[src/rtl/ida_pkg.sv]
// Shared types, codes and defaults for the ID allocator with owner table.
package ida_pkg;

   localparam int ID_BITS           = 8;
   localparam int OWNER_PORT_BITS   = 16;
   localparam int CMD_BITS          = 2;
   localparam int STATUS_BITS       = 2;
   localparam int DEFAULT_MAX_IDS   = 255;
   localparam int DEFAULT_OWNER_BITS = 16;

   typedef enum logic [CMD_BITS-1:0] {
      CMD_ALLOC    = 2'd0,
      CMD_RELEASE  = 2'd1,
      CMD_LOOKUP   = 2'd2,
      CMD_TRANSFER = 2'd3
   } cmd_type;

   typedef enum logic [STATUS_BITS-1:0] {
      RSP_OK      = 2'd0,
      RSP_INVALID = 2'd1,
      RSP_FULL    = 2'd2
   } status_type;

   typedef enum logic [1:0] {
      S_CLEAR,
      S_IDLE,
      S_EVAL
   } state_type;

   // Commands from the controller to the datapath.
   typedef struct packed {
      logic clear;
      logic accept;
      logic fire;
   } ida_ctrl_type;

   // Status from the datapath to the controller.
   typedef struct packed {
      logic clear_last;
      logic out_free;
   } ida_stat_type;

endpackage

[src/rtl/ida_ctrl.sv]
// Controller state machine: clearing pass, request accept and evaluation.
module ida_ctrl
   import ida_pkg::*;
(
   input  logic         clock,
   input  logic         reset,
   input  logic         req_valid,
   output logic         req_ready,
   input  ida_stat_type stat,
   output ida_ctrl_type ctrl
);

   state_type state_ff;
   state_type state_in;

   always_ff @(posedge clock) begin
      if (reset) begin
         state_ff <= S_CLEAR;
      end else begin
         state_ff <= state_in;
      end
   end

   always_comb begin
      state_in = state_ff;
      case (state_ff)
         S_CLEAR: begin
            if (stat.clear_last) state_in = S_IDLE;
         end
         S_IDLE: begin
            if (req_valid) state_in = S_EVAL;
         end
         S_EVAL: begin
            if (stat.out_free) state_in = S_IDLE;
         end
         default: state_in = S_CLEAR;
      endcase
   end

   always_comb begin
      req_ready   = 1'b0;
      ctrl.clear  = 1'b0;
      ctrl.accept = 1'b0;
      ctrl.fire   = 1'b0;
      case (state_ff)
         S_CLEAR: begin
            ctrl.clear = 1'b1;
         end
         S_IDLE: begin
            req_ready   = 1'b1;
            ctrl.accept = req_valid;
         end
         S_EVAL: begin
            // The word is finished only when the output register can take it.
            ctrl.fire = stat.out_free;
         end
         default: begin
            req_ready = 1'b0;
         end
      endcase
   end

endmodule

[config.mk]
export PLATFORM = sky130hd
export DESIGN_NAME = ida_ctrl
export DESIGN_NICKNAME = d
export VERILOG_FILES = /design/src/rtl/ida_pkg.sv /design/src/rtl/ida_ctrl.sv
export SDC_FILE = /design/constraint.sdc
export NUM_CORES = 1
export LEC_CHECK = 0
export ABC_AREA = 1
export BUFFER_PORTS_ARGS = -buffer_cell sky130_fd_sc_hd__buf_4
export CAP_MARGIN = 20
export CORE_AREA = 2 2 39 41
export DETAILED_ROUTE_END_ITERATION = 8
export DIE_AREA = 0 0 41 43
export HOLD_SLACK_MARGIN = 0.08
export PLACE_DENSITY = 0.32
export SLEW_MARGIN = 30
export SYNTH_ARGS = -nofsm -noshare
export SYNTH_HDL_FRONTEND = slang
export SYNTH_SLANG_ARGS = --single-unit
[constraint.sdc]
create_clock -name clock -period 0.8 [get_ports clock]
set_clock_uncertainty 0.05 [all_clocks]
set_input_delay 0.16 -clock clock [delete_from_list [all_inputs] [get_ports clock]]
set_output_delay 0.16 -clock clock [all_outputs]
set_load 0.02 [all_outputs]
==> metrics.md, run 1 <==
| Metric | Value |
|---|---|
| Clk sinks | `2` |
| Worst-skew pair later-pin latency | `0.22 ns` |
| Sequential fraction of the synthesis area | `35.16%` |
| Hold endpoint | `state_ff[1]` |
| Overall fraction of global-route tracks in use | `4.108%` |
| CP max FO | `6` |
| Hpwl dp | `288 um` |
| Most flops, register | `state_ff` |
| CTS Root Buffer Type | `clkbuf_4` |
| Grt ovf | `0` |
| Pin count of the biggest net entering global routing | `7` |
| Final Wtd Congestion | `0.5355` |
| # DRC | `0` |
| FP Rows | `14` |
| Yosys cell types | `8` |
| Failing checks | `negative setup slack` |
| Pins Over Slew Limit | `0` |
| Post-layout util | `19.17%` |
| Share of cells above drive strength 1 | `58.06%` |
| Reg clk slew, reported paths | `0.03 ns` |
| Yosys reg bits | `2` |
| Most frequent cell after synthesis | `inv_1` |
| Top post-synthesis cells by area | `dfxtp_1 35%, inv_1 23%, nand2_1 13%, nand3_1 8.8%, nor2_1 6.6%` |
| Vias | `152` |
| Slowest CP cell | `dfxtp_4` |
| Critical hold path startpoint | `reset` |
| CP cell instances | `nor3_4 -> buf_6` |
| Setup bufs post-CTS | `0` |
| Buffers on Ports | `8` |
| CTS max path bufs | `2` |
| Placed cells | `44` |
| Area of the core | `1384 um^2` |
| Top_reg_cell synth | `dfxtp_1` |
| Post-route ant nets | `0` |
| # diodes | `0` |
| Syn Inst Count | `20` |
| Status | `complete, but fails checks` |
| Final #Nets | `38` |
| Commonest cells post-synth | `7 x inv_1, 4 x nand2_1, 2 x dfxtp_1, 2 x nand3_1, 2 x nor2_1` |
| Cell family with most CP delay | `flip-flops` |
| Setup crit end kind | `output pin` |
| Vias in the first global route | `150` |
| Crit-path max cell delay | `0.36 ns` |
| Final Cycle Share | `138.7%` |
| Post-Layout Cell Count | `47` |
| Avg Cell Area, Syn | `5.693 um^2` |
| Share of async-settable or async-resettable flops after synthesis | `0%` |
| Synthesized area | `113.9 um^2` |
| Mean routed wirelength per cell | `6.574 um` |
| Worst flop-to-flop path endpoint | `state_ff[0]` |
| Die Width | `41 um` |
| Drt first pass iters | `1` |
| Min cycle time layout | `1.110 ns` |
| Crit Path Category | `reg -> out` |
| EDFF count, synth | `0` |
| R2r setup slk | `0.02 ns` |
| Critical Path AT | `0.90 ns` |
| Reg2reg start | `state_ff[1]` |
| Initial antenna violation count | `0` |
| DR vias/cell | `3.234` |
| Htree depth | `1` |
| Worst vdd ir | `0.4060 mV` |
| Die area | `1763 um^2` |
| Pwr Total | `0.0004583 W` |
| Yosys top cell area share | `35.16%` |
| Final Setup Violations | `4` |
| Setup ws final | `-0.3100 ns` |
| Total I/O pin count | `9` |
| Synth area leader | `dfxtp_1` |
| Req. time, crit path | `0.59 ns` |
| Die Ht | `43 um` |
| Starting Density | `8.228%` |
| MaxCap Viol Count | `0` |
| 1st-iter DRT viols | `0` |
| First-pass GRT wire length | `496 um` |
| Cell Area, Placed | `215.2 um^2` |
| Unrepaired setup endpoints after global routing | `yes` |
| Worst reg2reg path depth | `4` |
| Max reg flops | `2` |
| Setup TNS | `-1.093 ns` |
| Synthesis warning total | `0` |
| Area delta synth->final | `133.0%` |
| Syn_nets | `25` |
| CTS tree | `done` |
| Final Hold Fails | `0` |
| Num CTS Buffers | `3` |
| Worst hold path depth | `2` |
| Worst hold path type | `in -> reg` |
| LEAKAGE | `0.1385 nW` |
| CP bufs+invs | `1` |
| Final instance area | `265.3 um^2` |
| Worst Tran Pin Value | `0.1389 ns` |
| Largest regs | `state_ff (2)` |
| Relative slew slack | `90.64%` |
| Final wirelength | `309 um` |
| Cell Pwr Density | `1728 nW/um^2` |
| Worst setup SP type | `register` |
| Fmax | `900.9 MHz` |
-- per-layer routing --
layer	up-vias	track usage, %	wire length (um)
li1	82	-	-
met1	65	3.834	100
met2	5	7.187	176
met3	0	0	31
met4	0	4.000	0
met5	-	0	0
-- worst max path at each step --
stage	start	end	slack (ns)	cells after the start
floorplan	state_ff[0]	ctrl[0]	-0.03	1
global placement	state_ff[0]	ctrl[1]	-0.12	3
detailed placement	state_ff[0]	ctrl[1]	-0.14	3
CTS	state_ff[0]	ctrl[0]	-0.32	2
global route	state_ff[0]	ctrl[0]	-0.33	2
finish	state_ff[0]	ctrl[0]	-0.31	2
-- timing repair --
action	in CTS	in global routing
endpoints found under the hold margin	1	1
resized for setup	8	0
setup endpoints to repair	6	5
gates cloned	0	0
-- stage by stage --
step / setup WS, ns / hold WS [ns]
after global routing: -0.3328 / 0.04665
after floorplan: -0.02993 / 0.1717
after global placement: -0.1232 / 0.2721
after CTS: -0.3241 / 0.03815
after detailed placement: -0.1368 / 0.2730
final: -0.3100 / 0.04184
-- layout make-up --
| type | count | area [um^2] |
|---|---|---|
| Timing Repair Buffer | 8 | 75.07 |
| Sequential cell | 2 | 47.55 |
| Inverter | 7 | 28.78 |
| Clock buffer | 3 | 22.52 |
| Fill cell | 165 | 1119 |
| Tap cell | 16 | 20.02 |
| Multi-Input combinational cell | 11 | 71.32 |
-- power by group --
part	internal, W	switching, W
Sequential	0.000108	0.0000173
Clock	0.000165	0.0000501
Combinational	0.0000609	0.0000574
Total	0.000334	0.000125
-- cells by family (layout without fill, tap and decap cells) --
logic type / after synthesis / after routing / share of synthesized area [%]
AND/OR/NAND/NOR: 9 / 9 / 32.96
buffers and inverters: 7 / 18 / 23.08
AO/OA/AOI/OAI: 2 / 2 / 8.783
flip-flops: 2 / 2 / 35.17
-- cell usage in the layout, fill, tap and decap left out --
master,n
nand3_1,1
nor3_4,1
dfxtp_4,2
nor2_1,1
nor2_4,1
buf_4,4
clkbuf_4,3
inv_2,1
buf_6,4
nand2_1,4
inv_4,1
o21ai_0,1
inv_1,5
nand3_2,1
a21oi_1,1
(Power assumes the default switching activity.)
==> inputs of run 2 (changes only) <==
--- a/config.mk
+++ b/config.mk
@@ -6,13 +6,13 @@
 export NUM_CORES = 1
 export LEC_CHECK = 0
 export ABC_AREA = 1
-export BUFFER_PORTS_ARGS = -buffer_cell sky130_fd_sc_hd__buf_4
 export CAP_MARGIN = 20
 export CORE_AREA = 2 2 39 41
 export DETAILED_ROUTE_END_ITERATION = 8
 export DIE_AREA = 0 0 41 43
+export DONT_BUFFER_PORTS = 1
 export HOLD_SLACK_MARGIN = 0.08
-export PLACE_DENSITY = 0.32
+export PLACE_DENSITY = 0.3
 export SLEW_MARGIN = 30
 export SYNTH_ARGS = -nofsm -noshare
 export SYNTH_HDL_FRONTEND = slang
==> metrics.md, run 2 (same netlist as run 1, synthesis figures left out) <==
| Metric | Value |
|---|---|
| Worst vdd ir | `0.4057 mV (about the same)` |
| Share of cells above drive strength 1 | `65.52% (+7.5 points)` |
| Vias | `152 (unchanged)` |
| Drt first pass iters | `2 (+1)` |
| Worst reg2reg path depth | `6 (+2)` |
| Die area | `1763 um^2 (unchanged)` |
| Grt met1 use | `3.822% (-0.012 points)` |
| FP Rows | `14 (unchanged)` |
| Crit-path max cell delay | `0.36 ns (about the same)` |
| Final Wtd Congestion | `0.4967 (-7.2%)` |
| Final Hold Fails | `0 (unchanged)` |
| Cell Pwr Density | `1821 nW/um^2 (+5.4%)` |
| Hold buffers post-CTS | `1` |
| Vias in the first global route | `167 (+11%)` |
| Worst hold path type | `in -> reg` |
| Starting Density | `8.228% (unchanged)` |
| Htree depth | `1 (unchanged)` |
| R2r setup slk | `-0.16 ns (-0.18 ns)` |
| Relative slew slack | `82.21% (-8.4 points)` |
| Worst setup SP type | `register` |
| Area delta synth->final | `131.9%` |
| 1st-iter DRT viols | `1 (+1)` |
| Worst Tran Pin Value | `0.2660 ns (+0.1270 ns)` |
| Area of the core | `1384 um^2 (unchanged)` |
| Most frequent cells in the layout | `3 x nand2_1, 3 x inv_2, 3 x inv_1, 3 x clkbuf_4` |
| Die Width | `41 um (unchanged)` |
| MaxCap Viol Count | `0 (unchanged)` |
| DP Worst Slack | `-0.06708 ns (+0.06968 ns)` |
| Worst flop-to-flop path endpoint | `state_ff[0]` |
| Busiest grt layer | `met2` |
| Status | `complete, but fails checks` |
| Final wirelength | `379 um (+23%)` |
| Reg2reg start | `state_ff[0]` |
| Pin count of the biggest net entering global routing | `6 (-1)` |
| Num CTS Buffers | `3 (unchanged)` |
| Die Ht | `43 um (unchanged)` |
| Met2 usage | `9.375% (+2.2 points)` |
| Pins Over Slew Limit | `0 (unchanged)` |
| DR vias/cell | `3.378 (+4.4%)` |
| Reg clk slew, reported paths | `0.03 ns (about the same)` |
| Clk sinks | `2 (unchanged)` |
| Cell family with most CP delay | `flip-flops` |
| Worst hold path depth | `3 (+1)` |
| Mean routed wirelength per cell | `8.422 um (+28%)` |
| Hold endpoint | `state_ff[0]` |
| Unrepaired setup endpoints after global routing | `yes` |
| Fmax | `927.9 MHz (+3.0%)` |
| Largest regs | `state_ff (2)` |
| Failing checks | `negative setup slack` |
| Overall fraction of global-route tracks in use | `5.706% (+1.6 points)` |
| Setup crit end kind | `output pin` |
| Crit Path Category | `reg -> out` |
| Worst-skew pair later-pin latency | `0.22 ns (about the same)` |
| # diodes | `0 (unchanged)` |
| Max reg flops | `2 (unchanged)` |
| First-pass GRT wire length | `621 um (+25%)` |
| Min cycle time layout | `1.078 ns (-0.03220 ns)` |
| Pwr Total | `0.0004807 W (+4.9%)` |
| # DRC | `0 (unchanged)` |
| GR Util met3 | `3.141% (+3.1 points)` |
| CP cell instances | `nor3_4` |
| CTS Root Buffer Type | `clkbuf_4` |
| Final #Nets | `36 (-5.3%)` |
| Total I/O pin count | `9 (unchanged)` |
| Post-route ant nets | `0 (unchanged)` |
| Slowest CP cell | `dfxtp_4` |
| Setup ws final | `-0.2777 ns (+0.03220 ns)` |
| CP bufs+invs | `0 (-1)` |
| Final Setup Violations | `6 (+2)` |
| Critical Path AT | `0.87 ns (-0.03 ns)` |
| Initial antenna violation count | `0 (unchanged)` |
| CTS tree | `done` |
| Req. time, crit path | `0.59 ns (about the same)` |
| CP max FO | `5 (-1)` |
| Critical hold path startpoint | `req_valid` |
| Final Cycle Share | `134.7% (-4.0 points)` |
| Buffers on Ports | `0 (-8)` |
| CTS max path bufs | `2 (unchanged)` |
| LEAKAGE | `0.1281 nW (-7.5%)` |
| Grt ovf | `0 (unchanged)` |
| Worst hold slack | `0.05287 ns (+0.01103 ns)` |
| Most flops, register | `state_ff` |
[run 2: cell count changes in the layout (fill, tap and decap cells not counted)]
cell and delta:
o21ai_2 +1, o21ai_0 -1, buf_4 -2, inv_1 -2, nand2_1 -1, inv_2 +2, dlygate4sd3_1 +1, buf_12 +1
nand2_2 +1, buf_6 -2
[run 2: layout make-up]
type | instances | area, um^2
well taps | 16 | 20.02
inverters | 7 | 28.78
repair buffers | 6 | 67.56
clock buffers | 3 | 22.52
multi-input cells | 11 | 77.57
fillers | 161 | 1120
flip-flops and latches | 2 | 47.55
[run 2: worst max path at each step]
stage	from	end	slack (ns)	cells past startpoint
2_1_floorplan	state_ff[0]	ctrl[0]	-0.03	1
3_3_place_gp	state_ff[0]	ctrl[1]	-0.07	2
3_5_place_dp	state_ff[1]	ctrl[0]	-0.07	2
4_1_cts	state_ff[0]	ctrl[0]	-0.29	1
5_1_grt	state_ff[0]	ctrl[0]	-0.33	1
6_report	state_ff[0]	ctrl[0]	-0.28	1
[run 2: report_power, final]
part / switching (W) / total (W) / internal [W]
Combinational: 0.0000672 / 0.000143 / 0.0000755
Sequential: 0.0000169 / 0.000125 / 0.000108
Clock: 0.0000486 / 0.000213 / 0.000165
Total: 0.000133 / 0.000481 / 0.000348
[run 2: timing repair]
| item | CTS | global route |
|---|---|---|
| setup buffers | 2 | 2 |
| endpoints found under the hold margin | 2 | 1 |
| endpoints found under the setup margin | 6 | 6 |
| gates resized for setup | 7 | 4 |
| pin swaps | 1 | 5 |
[run 2: through the flow]
stage	util [%]	setup TNS, ns	instance area, um^2	std cells
3_5_place_dp	12.66	-0.2232	175.2	37
5_1_grt	19.08	-1.561	264.0	45
4_1_cts	17.00	-1.166	235.2	43
2_1_floorplan	-	-0.06920	135.1	20
6_report	19.08	-1.311	264.0	45
3_3_place_gp	12.66	-0.1621	175.2	37
[run 2: layer usage]
| layer | vias to the layer above | routed length (um) |
|---|---|---|
| li1 | 76 | - |
| met1 | 72 | 123 |
| met2 | 4 | 239 |
| met3 | 0 | 16 |
| met4 | 0 | 0 |
| met5 | - | 0 |
==> inputs of run 3 (changes only) <==
--- a/config.mk
+++ b/config.mk
@@ -13,6 +13,7 @@
 export DONT_BUFFER_PORTS = 1
 export HOLD_SLACK_MARGIN = 0.08
 export PLACE_DENSITY = 0.3
+export SETUP_SLACK_MARGIN = 0.2
 export SLEW_MARGIN = 30
 export SYNTH_ARGS = -nofsm -noshare
 export SYNTH_HDL_FRONTEND = slang
==> metrics.md, run 3 (same netlist as run 1, synthesis figures left out) <==
| Metric | Value |
|---|---|
| Most flops, register | `state_ff` |
| Area delta synth->final | `80.22%` |
| FP Rows | `14 (unchanged)` |
| Pins Over Slew Limit | `0 (unchanged)` |
| Grt ovf | `0 (unchanged)` |
| Setup bufs post-CTS | `0 (-2)` |
| Worst vdd ir | `0.2382 mV (-41%)` |
| Pin count of the biggest net entering global routing | `7 (+1)` |
| Worst hold slack | `-0.05315 ns (-0.1060 ns)` |
| Total I/O pin count | `9 (unchanged)` |
| Unrepaired setup endpoints after global routing | `yes` |
| Slowest CP cell | `dfxtp_4` |
| CP cell instances | `nor3_4` |
| Min cycle time layout | `1.079 ns (+0.001725 ns)` |
| Final Wtd Congestion | `0.5181 (+4.3%)` |
| Status | `complete, but fails checks` |
| Final wirelength | `296 um (-22%)` |
| Most frequent cells in the layout | `4 x nand2_1, 4 x inv_1, 3 x clkbuf_4` |
| Vias | `132 (-13%)` |
| Clk sinks | `2 (unchanged)` |
| Crit Path Category | `reg -> out` |
| Die Width | `41 um (unchanged)` |
| Worst Tran Pin Value | `0.2655 ns (-0.0005059 ns)` |
| CP max FO | `6 (+1)` |
| MaxCap Viol Count | `0 (unchanged)` |
| CTS tree | `done` |
| Buffers on Ports | `0 (unchanged)` |
| Worst hold path type | `in -> reg` |
| Num CTS Buffers | `3 (unchanged)` |
| Critical hold path startpoint | `reset` |
| DR vias/cell | `3.300 (-2.3%)` |
| Cell Pwr Density | `2124 nW/um^2 (+17%)` |
| Overall fraction of global-route tracks in use | `5.105% (-0.60 points)` |
| Initial antenna violation count | `0 (unchanged)` |
| 1st-iter DRT viols | `0 (-1)` |
| Crit-path max cell delay | `0.36 ns (about the same)` |
| Final Setup Violations | `5 (-1)` |
| DP Worst Slack | `-0.07949 ns (-0.01241 ns)` |
| Reg2reg start | `state_ff[1]` |
| Cell family with most CP delay | `flip-flops` |
| Final Cycle Share | `134.9% (+0.22 points)` |
| CP bufs+invs | `0 (unchanged)` |
| Post-route ant nets | `0 (unchanged)` |
| CTS max path bufs | `2 (unchanged)` |
| Worst setup SP type | `register` |
| Final Hold Fails | `1 (+1)` |
| First-pass GRT wire length | `524 um (-16%)` |
| Share of cells above drive strength 1 | `45.83% (-20 points)` |
| # DRC | `0 (unchanged)` |
| Setup ws final | `-0.2795 ns (-0.001725 ns)` |
| LEAKAGE | `0.1016 nW (-21%)` |
| Failing checks | `negative hold slack, negative setup slack` |
| Setup crit end kind | `output pin` |
| Starting Density | `8.228% (unchanged)` |
| Die Ht | `43 um (unchanged)` |
| Die area | `1763 um^2 (unchanged)` |
| Filler cells | `167 (+3.7%)` |
| Largest regs | `state_ff (2)` |
| Area of the core | `1384 um^2 (unchanged)` |
| Final #Nets | `31 (-14%)` |
| Reg clk slew, reported paths | `0.03 ns (about the same)` |
| # diodes | `0 (unchanged)` |
| Req. time, crit path | `0.59 ns (about the same)` |
| Mean routed wirelength per cell | `7.400 um (-12%)` |
| Relative slew slack | `82.25% (about the same)` |
| Post-layout util | `14.83% (-4.2 points)` |
| Setup TNS | `-0.9993 ns (+0.3115 ns)` |
| Drt first pass iters | `1 (-1)` |
| Critical Path Start | `state_ff[0]` |
| Htree depth | `1 (unchanged)` |
| Worst-skew pair later-pin latency | `0.22 ns (about the same)` |
| Vias in the first global route | `142 (-15%)` |
| Fmax | `926.4 MHz (-0.16%)` |
| CTS Root Buffer Type | `clkbuf_4` |
| Max reg flops | `2 (unchanged)` |
| Critical Path AT | `0.87 ns (about the same)` |
## run 3: changes by cell type in the layout (fill, tap and decap cells not counted)
cell           before  now
buf_4               2    0
buf_6               2    0
dlygate4sd3_1       1    0
inv_1               3    4
inv_2               3    2
nand2_1             3    4
nand2_2             1    0
nand3_1             1    2
nand3_2             1    0
o21ai_0             0    1
o21ai_2             1    0
## run 3: final timing paths
check / to / slack, ns / cells after the start
hold reg to reg: state_ff[1] / 0.51 / 2
setup reg to reg: state_ff[0] / 0 / 4
hold / removal: state_ff[1] / -0.05 / 1
setup / recovery: ctrl[0] / -0.28 / 1
## run 3: metal layers
metal | global-route usage, % | up-vias | share of wire (%)
met5 | 0 | - | 0
li1 | - | 68 | -
met2 | 6.875 | 6 | 56
met3 | 3.141 | 2 | 6.4
met4 | 8.000 | 0 | 3.7
met1 | 3.503 | 56 | 33
## run 3: area by class of cell
cell class / instances / area (um^2) / share of cell area (%)
Timing Repair Buffer: 1 / 20.02 / 9.756
Inverter: 7 / 28.78 / 14.02
Sequential cell: 2 / 47.55 / 23.17
Tap cell: 16 / 20.02 / 9.756
Multi-Input combinational cell: 11 / 66.31 / 32.32
Clock buffer: 3 / 22.52 / 10.98
## run 3: repair_timing
action / CTS / global route
pin swaps: 4 / 3
gates cloned: 0 / 0
hold endpoints to repair: 2 / 2
setup endpoints to repair: 6 / 6
gates resized for setup: 3 / 0
## run 3: stage by stage
step | std cells | cell area, um^2 | power (W)
floorplan | 20 | 135.1 | 0.0001859
global placement | 37 | 175.2 | 0.0002223
detailed placement | 37 | 175.2 | 0.0002235
CTS | 40 | 205.2 | 0.0004502
global route | 40 | 205.2 | 0.0004826
finish | 40 | 205.2 | 0.0004358
## run 3: where the power goes
group	internal, W	switching (W)	total [W]
clock network	0.000165	0.0000526	0.000218
logic	0.0000415	0.0000521	0.0000936
registers	0.000108	0.0000169	0.000125
